==> src/rtl/jnec_pkg.sv <==
package jnec_pkg;

	localparam int          CHAR_W       = 16;
	localparam int          NUM_SLOTS    = 3;
	localparam int          NUM_CODES    = 10;
	localparam int          QUEUE_DEPTH  = 2;
	localparam logic [15:0] BS_CHAR      = 16'h005c;
	localparam logic [15:0] HEX_NUM_BASE = 16'h0030;
	localparam logic [15:0] HEX_LTR_BASE = 16'h0057;

	// characters that have an escape sequence, backslash first
	localparam logic [15:0] CODE_CHARS [NUM_CODES] = '{
		16'h005c, 16'h0020, 16'h0022, 16'h0026, 16'h0027,
		16'h002f, 16'h003a, 16'h003c, 16'h003e, 16'h0040
	};

	// up to three decided characters of an item; exp asks for backslash plus two hex digits
	typedef struct packed {
		logic [NUM_SLOTS-1:0]             slot_v;
		logic [NUM_SLOTS-1:0]             slot_exp;
		logic [NUM_SLOTS-1:0][CHAR_W-1:0] slot_char;
		logic                             last;
	} entry_t;

	typedef struct packed {
		logic              hit;
		logic [CHAR_W-1:0] ch;
	} code_match_t;

	// lowercase hex digit of a nibble
	function automatic logic [CHAR_W-1:0] hex_digit(input logic [3:0] nib);
		logic [CHAR_W-1:0] r;
		if (nib < 4'd10) begin
			r = HEX_NUM_BASE + {12'd0, nib};
		end else begin
			r = HEX_LTR_BASE + {12'd0, nib};
		end
		return r;
	endfunction

	// special character other than backslash
	function automatic logic is_special(input logic [CHAR_W-1:0] c);
		logic r;
		r = 1'b0;
		for (int k = 1; k < NUM_CODES; k++) begin
			if (c == CODE_CHARS[k]) begin
				r = 1'b1;
			end
		end
		return r;
	endfunction

	// two hex digits that name one of the codes
	function automatic code_match_t match_pair(input logic [CHAR_W-1:0] a,
			input logic [CHAR_W-1:0] b);
		code_match_t r;
		r = '0;
		for (int k = 0; k < NUM_CODES; k++) begin
			if (!r.hit && a == hex_digit(CODE_CHARS[k][7:4]) &&
					b == hex_digit(CODE_CHARS[k][3:0])) begin
				r.hit = 1'b1;
				r.ch  = CODE_CHARS[k];
			end
		end
		return r;
	endfunction

endpackage

==> src/rtl/jnec_front.sv <==
module jnec_front (
	input  logic                          clk,
	input  logic                          arst_n,
	input  logic                          in_valid,
	output logic                          in_ready,
	input  logic [jnec_pkg::CHAR_W-1:0]   in_char,
	input  logic                          in_last,
	input  logic                          direction,
	input  logic                          q_full,
	output logic                          push,
	output jnec_pkg::entry_t              push_entry
);
	import jnec_pkg::*;

	logic [CHAR_W-1:0] win_q [2];
	logic [1:0]        win_cnt_q;
	logic [CHAR_W-1:0] seq [NUM_SLOTS];
	logic [1:0]        n;
	logic              stop;
	logic [1:0]        skip;
	logic [1:0]        keep;
	logic [1:0]        win_cnt_d;
	logic [CHAR_W-1:0] win_d [2];
	entry_t            ent;
	code_match_t       mt;
	logic              accept;

	assign in_ready = !q_full;
	assign accept   = in_valid && in_ready;

	// window plus the new character
	always_comb begin
		seq[0] = in_char;
		seq[1] = in_char;
		seq[2] = in_char;
		n      = 2'd1;
		case (win_cnt_q)
			2'd1: begin
				seq[0] = win_q[0];
				n      = 2'd2;
			end
			2'd2: begin
				seq[0] = win_q[0];
				seq[1] = win_q[1];
				n      = 2'd3;
			end
			default: begin
				n = 2'd1;
			end
		endcase
	end

	// decide each position of the sequence
	always_comb begin
		ent      = '0;
		ent.last = in_last;
		stop     = 1'b0;
		skip     = 2'd0;
		keep     = 2'd0;
		mt       = match_pair(seq[1], seq[2]);
		for (int i = 0; i < NUM_SLOTS; i++) begin
			if (2'(i) < n && !stop) begin
				if (skip != 2'd0) begin
					skip = skip - 2'd1;
				end else if (seq[i] == BS_CHAR) begin
					if (i == 0 && n == 2'd3) begin
						ent.slot_v[i] = 1'b1;
						if (!direction) begin
							ent.slot_char[i] = BS_CHAR;
							ent.slot_exp[i]  = mt.hit;
						end else if (mt.hit) begin
							ent.slot_char[i] = mt.ch;
							skip             = 2'd2;
						end else begin
							ent.slot_char[i] = BS_CHAR;
						end
					end else if (in_last) begin
						ent.slot_v[i]    = 1'b1;
						ent.slot_char[i] = BS_CHAR;
					end else begin
						stop = 1'b1;
						keep = 2'(i);
					end
				end else begin
					ent.slot_v[i]    = 1'b1;
					ent.slot_char[i] = seq[i];
					ent.slot_exp[i]  = !direction && is_special(seq[i]);
				end
			end
		end
	end

	// undecided tail goes back into the window
	always_comb begin
		win_cnt_d = 2'd0;
		win_d[0]  = seq[0];
		win_d[1]  = seq[1];
		if (stop) begin
			win_cnt_d = n - keep;
			case (keep)
				2'd1: begin
					win_d[0] = seq[1];
					win_d[1] = seq[2];
				end
				2'd2: begin
					win_d[0] = seq[2];
				end
				default: begin
					win_d[0] = seq[0];
				end
			endcase
		end
	end

	always_ff @(posedge clk or negedge arst_n) begin
		if (!arst_n) begin
			win_cnt_q <= 2'd0;
		end else if (accept) begin
			win_cnt_q <= win_cnt_d;
		end
	end

	always_ff @(posedge clk) begin
		if (accept) begin
			win_q[0] <= win_d[0];
			win_q[1] <= win_d[1];
		end
	end

	assign push       = accept && (ent.slot_v != '0);
	assign push_entry = ent;

	a_win_head_bs: assert property (@(posedge clk) disable iff (!arst_n)
		win_cnt_q != 2'd0 |-> win_q[0] == BS_CHAR)
		else $error("window does not start with a backslash");

	a_win_cnt_range: assert property (@(posedge clk) disable iff (!arst_n)
		win_cnt_q != 2'd3)
		else $error("window holds more than two characters");

endmodule

==> src/rtl/jnec_queue.sv <==
module jnec_queue #(
	parameter int QDEPTH = jnec_pkg::QUEUE_DEPTH
) (
	input  logic             clk,
	input  logic             arst_n,
	input  logic             push,
	input  jnec_pkg::entry_t push_entry,
	output logic             full,
	output logic             empty,
	input  logic             pop,
	output jnec_pkg::entry_t head
);
	import jnec_pkg::*;

	localparam int PW = (QDEPTH > 1) ? $clog2(QDEPTH) : 1;
	localparam int CW = $clog2(QDEPTH + 1);

	entry_t        mem_q [QDEPTH];
	logic [PW-1:0] wr_ptr_q;
	logic [PW-1:0] rd_ptr_q;
	logic [CW-1:0] count_q;

	assign full  = count_q == CW'(QDEPTH);
	assign empty = count_q == '0;
	assign head  = mem_q[rd_ptr_q];

	// pointers and fill count
	always_ff @(posedge clk or negedge arst_n) begin
		if (!arst_n) begin
			wr_ptr_q <= '0;
			rd_ptr_q <= '0;
			count_q  <= '0;
		end else begin
			if (push) begin
				wr_ptr_q <= (wr_ptr_q == PW'(QDEPTH - 1)) ? '0 : wr_ptr_q + 1'b1;
			end
			if (pop) begin
				rd_ptr_q <= (rd_ptr_q == PW'(QDEPTH - 1)) ? '0 : rd_ptr_q + 1'b1;
			end
			case ({push, pop})
				2'b10:   count_q <= count_q + 1'b1;
				2'b01:   count_q <= count_q - 1'b1;
				default: count_q <= count_q;
			endcase
		end
	end

	always_ff @(posedge clk) begin
		if (push) begin
			mem_q[wr_ptr_q] <= push_entry;
		end
	end

	a_no_overflow: assert property (@(posedge clk) disable iff (!arst_n)
		push |-> !full)
		else $error("item pushed into a full queue");

	a_no_underflow: assert property (@(posedge clk) disable iff (!arst_n)
		pop |-> !empty)
		else $error("item popped from an empty queue");

endmodule

==> src/rtl/jnec_back.sv <==
module jnec_back (
	input  logic                        clk,
	input  logic                        arst_n,
	input  logic                        empty,
	input  jnec_pkg::entry_t            head,
	output logic                        pop,
	output logic                        out_valid,
	input  logic                        out_ready,
	output logic [jnec_pkg::CHAR_W-1:0] out_char,
	output logic                        run_end,
	output logic                        string_end
);
	import jnec_pkg::*;

	logic [NUM_SLOTS-1:0] done_q;
	logic [1:0]           sub_q;
	logic [NUM_SLOTS-1:0] remaining;
	logic [NUM_SLOTS-1:0] cur_oh;
	logic [1:0]           cur;
	logic [CHAR_W-1:0]    cur_char;
	logic                 cur_exp;
	logic [CHAR_W-1:0]    gen_char;
	logic                 slot_finish;
	logic                 entry_finish;
	logic                 gen_valid;
	logic                 load;
	logic                 out_valid_q;
	logic [CHAR_W-1:0]    out_char_q;
	logic                 run_end_q;
	logic                 string_end_q;

	assign remaining = head.slot_v & ~done_q;
	assign gen_valid = !empty;

	// lowest slot still to be sent
	always_comb begin
		if (remaining[0]) begin
			cur = 2'd0;
		end else if (remaining[1]) begin
			cur = 2'd1;
		end else begin
			cur = 2'd2;
		end
		cur_oh   = NUM_SLOTS'(1) << cur;
		cur_char = head.slot_char[cur];
		cur_exp  = head.slot_exp[cur];
	end

	// one output character of the current slot
	always_comb begin
		case (sub_q)
			2'd1:    gen_char = hex_digit(cur_char[7:4]);
			2'd2:    gen_char = hex_digit(cur_char[3:0]);
			default: gen_char = cur_exp ? BS_CHAR : cur_char;
		endcase
		slot_finish  = !cur_exp || sub_q == 2'd2;
		entry_finish = (remaining & ~cur_oh) == '0;
	end

	assign load = gen_valid && (!out_valid_q || out_ready);
	assign pop  = load && slot_finish && entry_finish;

	// expansion progress within the head item
	always_ff @(posedge clk or negedge arst_n) begin
		if (!arst_n) begin
			done_q <= '0;
			sub_q  <= 2'd0;
		end else if (load) begin
			if (slot_finish) begin
				sub_q  <= 2'd0;
				done_q <= entry_finish ? '0 : (done_q | cur_oh);
			end else begin
				sub_q <= sub_q + 2'd1;
			end
		end
	end

	// output register
	always_ff @(posedge clk or negedge arst_n) begin
		if (!arst_n) begin
			out_valid_q <= 1'b0;
		end else if (load) begin
			out_valid_q <= 1'b1;
		end else if (out_ready) begin
			out_valid_q <= 1'b0;
		end
	end

	always_ff @(posedge clk) begin
		if (load) begin
			out_char_q   <= gen_char;
			run_end_q    <= slot_finish && entry_finish;
			string_end_q <= slot_finish && entry_finish && head.last;
		end
	end

	assign out_valid  = out_valid_q;
	assign out_char   = out_char_q;
	assign run_end    = run_end_q;
	assign string_end = string_end_q;

	a_head_has_work: assert property (@(posedge clk) disable iff (!arst_n)
		gen_valid |-> remaining != '0)
		else $error("queued item has no slot left to send");

	a_sub_on_expand: assert property (@(posedge clk) disable iff (!arst_n)
		sub_q != 2'd0 |-> (gen_valid && cur_exp && sub_q != 2'd3))
		else $error("hex digit step outside an escaped slot");

endmodule

==> src/rtl/jid_node_escape_codec_core.sv <==
// channel  | signals                                             | role
// ---------+-----------------------------------------------------+---------------------
// in       | in_valid, in_ready, in_char, in_last                | node string chars
// out      | out_valid, out_ready, out_char, run_end, string_end | converted string
// cfg      | cfg_valid, cfg_ready, cfg_data                      | 0 escape, 1 unescape
//
// the front takes one item per cycle while the queue has room; the back sends one
// output character per cycle while the queue is not empty and out_ready allows; a plain
// or decoded character gives one output character, an escaped one three; the back's output port sets the rate
// an item that only fills the lookahead window is taken by the front with no output
// arst_n clears the window count, queue, output valid and sets direction to escape;
// cfg is always ready
// a stalled out_ready holds the output register and then fills the queue, then in_ready drops
module jid_node_escape_codec_core #(
	parameter int QDEPTH = jnec_pkg::QUEUE_DEPTH
) (
	input  logic                        clk,
	input  logic                        arst_n,
	input  logic                        in_valid,
	output logic                        in_ready,
	input  logic [jnec_pkg::CHAR_W-1:0] in_char,
	input  logic                        in_last,
	output logic                        out_valid,
	input  logic                        out_ready,
	output logic [jnec_pkg::CHAR_W-1:0] out_char,
	output logic                        run_end,
	output logic                        string_end,
	input  logic                        cfg_valid,
	output logic                        cfg_ready,
	input  logic                        cfg_data
);
	import jnec_pkg::*;

	logic   direction_q;
	logic   q_full;
	logic   q_empty;
	logic   push;
	logic   pop;
	entry_t push_entry;
	entry_t head;

	// direction register
	assign cfg_ready = 1'b1;

	always_ff @(posedge clk or negedge arst_n) begin
		if (!arst_n) begin
			direction_q <= 1'b0;
		end else if (cfg_valid && cfg_ready) begin
			direction_q <= cfg_data;
		end
	end

	jnec_front u_front (
		.clk        (clk),
		.arst_n     (arst_n),
		.in_valid   (in_valid),
		.in_ready   (in_ready),
		.in_char    (in_char),
		.in_last    (in_last),
		.direction  (direction_q),
		.q_full     (q_full),
		.push       (push),
		.push_entry (push_entry)
	);

	jnec_queue #(
		.QDEPTH (QDEPTH)
	) u_queue (
		.clk        (clk),
		.arst_n     (arst_n),
		.push       (push),
		.push_entry (push_entry),
		.full       (q_full),
		.empty      (q_empty),
		.pop        (pop),
		.head       (head)
	);

	jnec_back u_back (
		.clk        (clk),
		.arst_n     (arst_n),
		.empty      (q_empty),
		.head       (head),
		.pop        (pop),
		.out_valid  (out_valid),
		.out_ready  (out_ready),
		.out_char   (out_char),
		.run_end    (run_end),
		.string_end (string_end)
	);

endmodule
==> config.mk <==
export PLATFORM = sky130hd
export DESIGN_NAME = jid_node_escape_codec_core
export DESIGN_NICKNAME = d
export VERILOG_FILES = /design/src/rtl/jnec_pkg.sv /design/src/rtl/jnec_front.sv /design/src/rtl/jnec_queue.sv /design/src/rtl/jnec_back.sv /design/src/rtl/jid_node_escape_codec_core.sv
export SDC_FILE = /design/constraint.sdc
export NUM_CORES = 1
export LEC_CHECK = 0
export ABC_AREA = 1
export CAP_MARGIN = 20
export CELL_PAD_IN_SITES_DETAIL_PLACEMENT = 1
export CELL_PAD_IN_SITES_GLOBAL_PLACEMENT = 2
export CORE_ASPECT_RATIO = 0.6
export CORE_MARGIN = 2
export CORE_UTILIZATION = 36
export DETAILED_ROUTE_END_ITERATION = 8
export DONT_BUFFER_PORTS = 1
export GPL_TIMING_DRIVEN = 1
export PLACE_DENSITY_LB_ADDON = 0.12
export RECOVER_POWER = 100
export SLEW_MARGIN = 5
export SYNTH_ARGS = -nofsm -noshare
export SYNTH_HDL_FRONTEND = slang
export SYNTH_SLANG_ARGS = --single-unit
export TNS_END_PERCENT = 20
==> constraint.sdc <==
create_clock -name clk -period 5.8 [get_ports clk]
set_clock_uncertainty 0.05 [all_clocks]
set_input_delay 1.16 -clock clk [delete_from_list [all_inputs] [get_ports clk]]
set_output_delay 1.16 -clock clk [all_outputs]
set_load 0.01 [all_outputs]
==> summary.md <==
| Metric | Value |
|---|---|
| Post-route fraction of the period consumed by the critical path | 86.9% |
| Shortest period the worst path allows | 5040 ps |
| Type of the tightest min-delay check | primary input to async pin |
| Unrepaired setup endpoints after global routing | false |
| Hold Buf Count CTS | 0 |
| Clock insertion delay at the later pin of the skew report | 450 ps |
| GR Util met2 | 32.3% |
| Number of buffers added by the clock tree synthesis step | 17 |
| Met3 capacity usage during global routing | 3.86% |
| Final std cells w/o fill | 1413 |
| Worst-case headroom to the max-slew limit | -68.5% |
| Count of buffers inserted at the top-level ports | 0 |
| Overflow left after global routing | 0 |
| Vias in the first global route | 7319 |
| CTS tree | built |
| F_max | 199 MHz |
| Total track usage | 21.9% |
| Antenna Violating Nets Remaining | 0 |
| Distinct cell type count of the synthesized netlist | 52 |
| Number of max-cap violations | 1 |
| Detail Placement HPWL | 20600 um |
| Top Ports | 44 |
| Final hold slack | 350 ps |
| CP Buf/Inv Count | 5 |
| Die outline height | 129 um |
| Leakage | 3.99 nW |
| Final Max Tran Viols | 36 |
| Count of synthesis-stage warnings from yosys | 0 |
| Avg WL per Cell | 20.4 um |
| WP data arrival | 5120 ps |
| Capture point of the worst path | u_front.win_q[0][0] |
| Effective utilization at floorplan | 36.8% |
| Total number of H-tree levels | 4 |
| Number of detailed-route iterations in the first pass | 5 |
| Gate count after technology mapping | 1051 |
| Fill cell total of the finished layout | 2979 |
| Worst reg2reg startpoint | u_front.win_cnt_q[0] |
| Total DRC errors in the routed layout | 0 |
| Final standard cell utilization of the core | 40.7% |
| Count of nets after finishing | 1083 |
| Maximum fanout encountered on the critical timing path | 22 |
| Top delay family on crit path | simple AND/OR/NAND/NOR gates |
| Share of flip-flops with an asynchronous set or reset | 7.51% |
| ANT cells | 0 |
| Cell count along the critical path | 25 |
| Global-route wire length before repair | 44300 um |
| Total nets after synthesis | 1086 |
| Pin count of the biggest net entering global routing | 66 |
| Peak ir drop on the vdd network | 0.000295 V |
| Post_cts resized | 0 |
| CP max stage delay | 760 ps |
| Worst Setup Start Kind | flip-flop |
| Setup violation total in the final timing report | 0 |
| Die area | 27300 um^2 |
| Post-CTS setup buffer count | 0 |
| Average size of a mapped cell | 8.90 um^2 |
| Path type of the worst setup path | flip-flop to flip-flop |
| Root buffer cell | clkbuf_16 |
| Met1 track demand over resource | 33.2% |
| Launch point of the critical path | u_front.win_cnt_q[0] |
| Vias post-DR | 7351 |
| Width of the chip | 212 um |
| Average via count per standard cell | 5.20 |
| Critical Path Most Common Cell | nand2_1 |
| Total cell area at the placement stage | 9790 um^2 |
| Layer with the highest usage | met1 |
| Number of cells on the worst reg-to-reg path | 25 |
| WP data required | 5890 ps |
| Total core area | 25400 um^2 |
| Layout overhead on the synthesized area | 10.6% |
| Number of antenna violations at the first check in global routing | 0 |
| Power Dens Cells | 453 nW/um^2 |
| Total negative slack | 0 ps |
| Row count | 45 |
| Post-Route WL | 28800 um |
| Final RePlAce weighted congestion | 0.820 |
| Initial drt markers | 446 |
| # clock sinks | 173 |
| Clock transition time at the flip-flop clock pins of the worst setup and hold paths | 80 ps |
| Placed Instances | 1381 |
| Master of the slowest instance on the critical path | nor2_1 |
| Most used DFF post-synth | edfxtp_1 |
| #FFs+latches synth | 173 |
| Actual slew at the worst max-slew pin | 2530 ps |
| Number of enable flip-flop cells after synthesis | 160 |
| Worst-case clock buffer depth | 2 |
| Violated checks | max-capacitance violations, max-slew violations |
| Result of the run | finished, violations left |
| Sequential fraction of the synthesis area | 54.8% |
| Number of hold-slack violations in the final timing report | 0 |
| Area of all placed cells without fillers | 10300 um^2 |
| Register-to-register setup slack | 760 ps |
| CP Capture Type | flip-flop |
| R2R Path End | u_front.win_q[0][0] |
| Fraction of final layout cells with drive strength greater than 1 | 8.86% |
| Cell area after synthesis | 9350 um^2 |
registers in the layout (all words and copies together) (netlist names), 2 cells and up:
| signal | flops |
|---|---|
| u_front.win_cnt_q | 2 |
| u_back.out_char | 16 |
| u_back.sub_q | 2 |
| u_back.done_q | 3 |
| u_front.win_q | 32 |
| u_queue.count_q | 2 |
| u_queue.mem_q | 110 |
cell usage after synthesis (4+ instances only):
cell      count  share of area [%]
nor3_1       19                1.0
buf_1         6               0.24
inv_2        22               0.88
o31ai_1       5               0.40
o221ai_1      4               0.37
a211oi_1      4               0.32
nor2_1      123                4.9
o211ai_1      4               0.32
inv_1        90                3.6
dfrtp_1      13                3.5
buf_2         7               0.37
o21ai_0      71                3.8
nand2_1     255                 10
o21ai_1      46                2.5
buf_4         8               0.64
mux2i_1       4               0.43
a21oi_1      14               0.75
a221oi_1      9               0.84
clkbuf_1     15               0.60
edfxtp_1    160                 51
o21ai_2       4               0.37
nand3_1      53                2.8
nand2_2      16                1.1
nor2_2        6               0.40
nand3_2       4               0.43
nand4_1      10               0.67
buf_6         5               0.60
o22ai_1      27                1.8
ha_1         12                1.6
worst min path at each step:
stage                         endpoint             start  depth (start not counted)
finish                     direction_q            arst_n                          0
global route        u_queue.count_q[1]            arst_n                          0
CTS                        direction_q            arst_n                          0
detailed placement    u_queue.wr_ptr_q  u_queue.wr_ptr_q                          2
global placement      u_queue.wr_ptr_q  u_queue.wr_ptr_q                          2
floorplan             u_queue.wr_ptr_q  u_queue.wr_ptr_q                          2
worst register-to-register path, cell delays in order, from the launching register on:
cell and delay (ps):
dfrtp_1 390, inv_1 100, ha_1 230, buf_4 310, nand2_1 120, nand2_1 200, nand2_1 100, inv_1 60
nand2_1 50, nor2_1 760, nand3_1 230, nand2_1 160, nor2_1 60, o2111ai_1 90, a21oi_1 60, nand3_1 110
nand4_2 140, nand3_1 220, inv_1 70, ha_1 180, inv_1 500, o22ai_1 160, nand2_1 80, o21ai_0 80
nand2_1 80, o21ai_0 140
layout make-up:
type	instances	area (um^2)	area share (%)
clock buffer	19	433	4.19
tap	352	440	4.26
multi-input combinational	723	3520	34.0
timing repair buffer	19	185	1.79
inverter	114	428	4.14
sequential	173	5130	49.6
clock inverter	13	208	2.01
kinds of logic after synthesis:
kind of cell    count (synthesis)  share of synthesized area, %
flops                         173                          54.8
mux                             4                         0.428
other cells                     1                        0.0401
fa+ha+maj                      12                          1.61
buf+inv                       155                          7.04
compound gates                202                          12.7
simple gates                  500                          23.0
xor+xnor                        4                         0.375
report_power, final:
group          total (mW)  leakage [nW]  switching, mW  internal [mW]
combinational        1.50          1.99           1.08          0.421
clock                1.28         0.308          0.542          0.736
sequential           1.91          1.69          0.134           1.78
cell usage in the layout, fill, tap and decap left out, types with 3 or more instances in the layout:
cell type | Yosys | layout
nor3_1 | 19 | 19
or2_2 | 3 | 3
clkinv_1 | 2 | 4
o21ai_1 | 46 | 12
nand3_1 | 53 | 57
o21ai_2 | 4 | 4
a31oi_1 | 3 | 3
ha_1 | 12 | 12
buf_12 | 0 | 5
o21ai_0 | 71 | 105
a211oi_1 | 4 | 4
inv_8 | 0 | 3
nand2_2 | 16 | 14
clkbuf_1 | 15 | 6
o211ai_1 | 4 | 4
inv_1 | 90 | 91
bufinv_16 | 0 | 4
a21oi_1 | 14 | 14
nor2_1 | 123 | 125
edfxtp_1 | 160 | 160
o31ai_1 | 5 | 5
nand2_1 | 255 | 257
clkbuf_16 | 0 | 17
buf_4 | 8 | 8
o221ai_1 | 4 | 4
nor4_1 | 2 | 4
o41ai_1 | 3 | 3
nand4_1 | 10 | 10
dfrtp_1 | 13 | 13
o22ai_1 | 27 | 27
a221oi_1 | 9 | 9
mux2i_1 | 4 | 4
inv_2 | 22 | 20
nor2_2 | 6 | 3
stage by stage:
step | total power [mW] | setup slack, ps
2_1_floorplan | 2.92 | 220
3_3_place_gp | 3.44 | 1030
3_5_place_dp | 3.47 | 1000
4_1_cts | 4.75 | 1070
5_1_grt | 5.00 | 283
6_report | 4.69 | 763
layer usage:
layer  wire (um)  share of wire (%)  vias up
met2       12100                 42      102
li1            -                  -     3602
met3         925                3.2       15
met5           0                  0        -
met1       15500                 54     3632
met4         210               0.73        0
(Power assumes the default switching activity.)
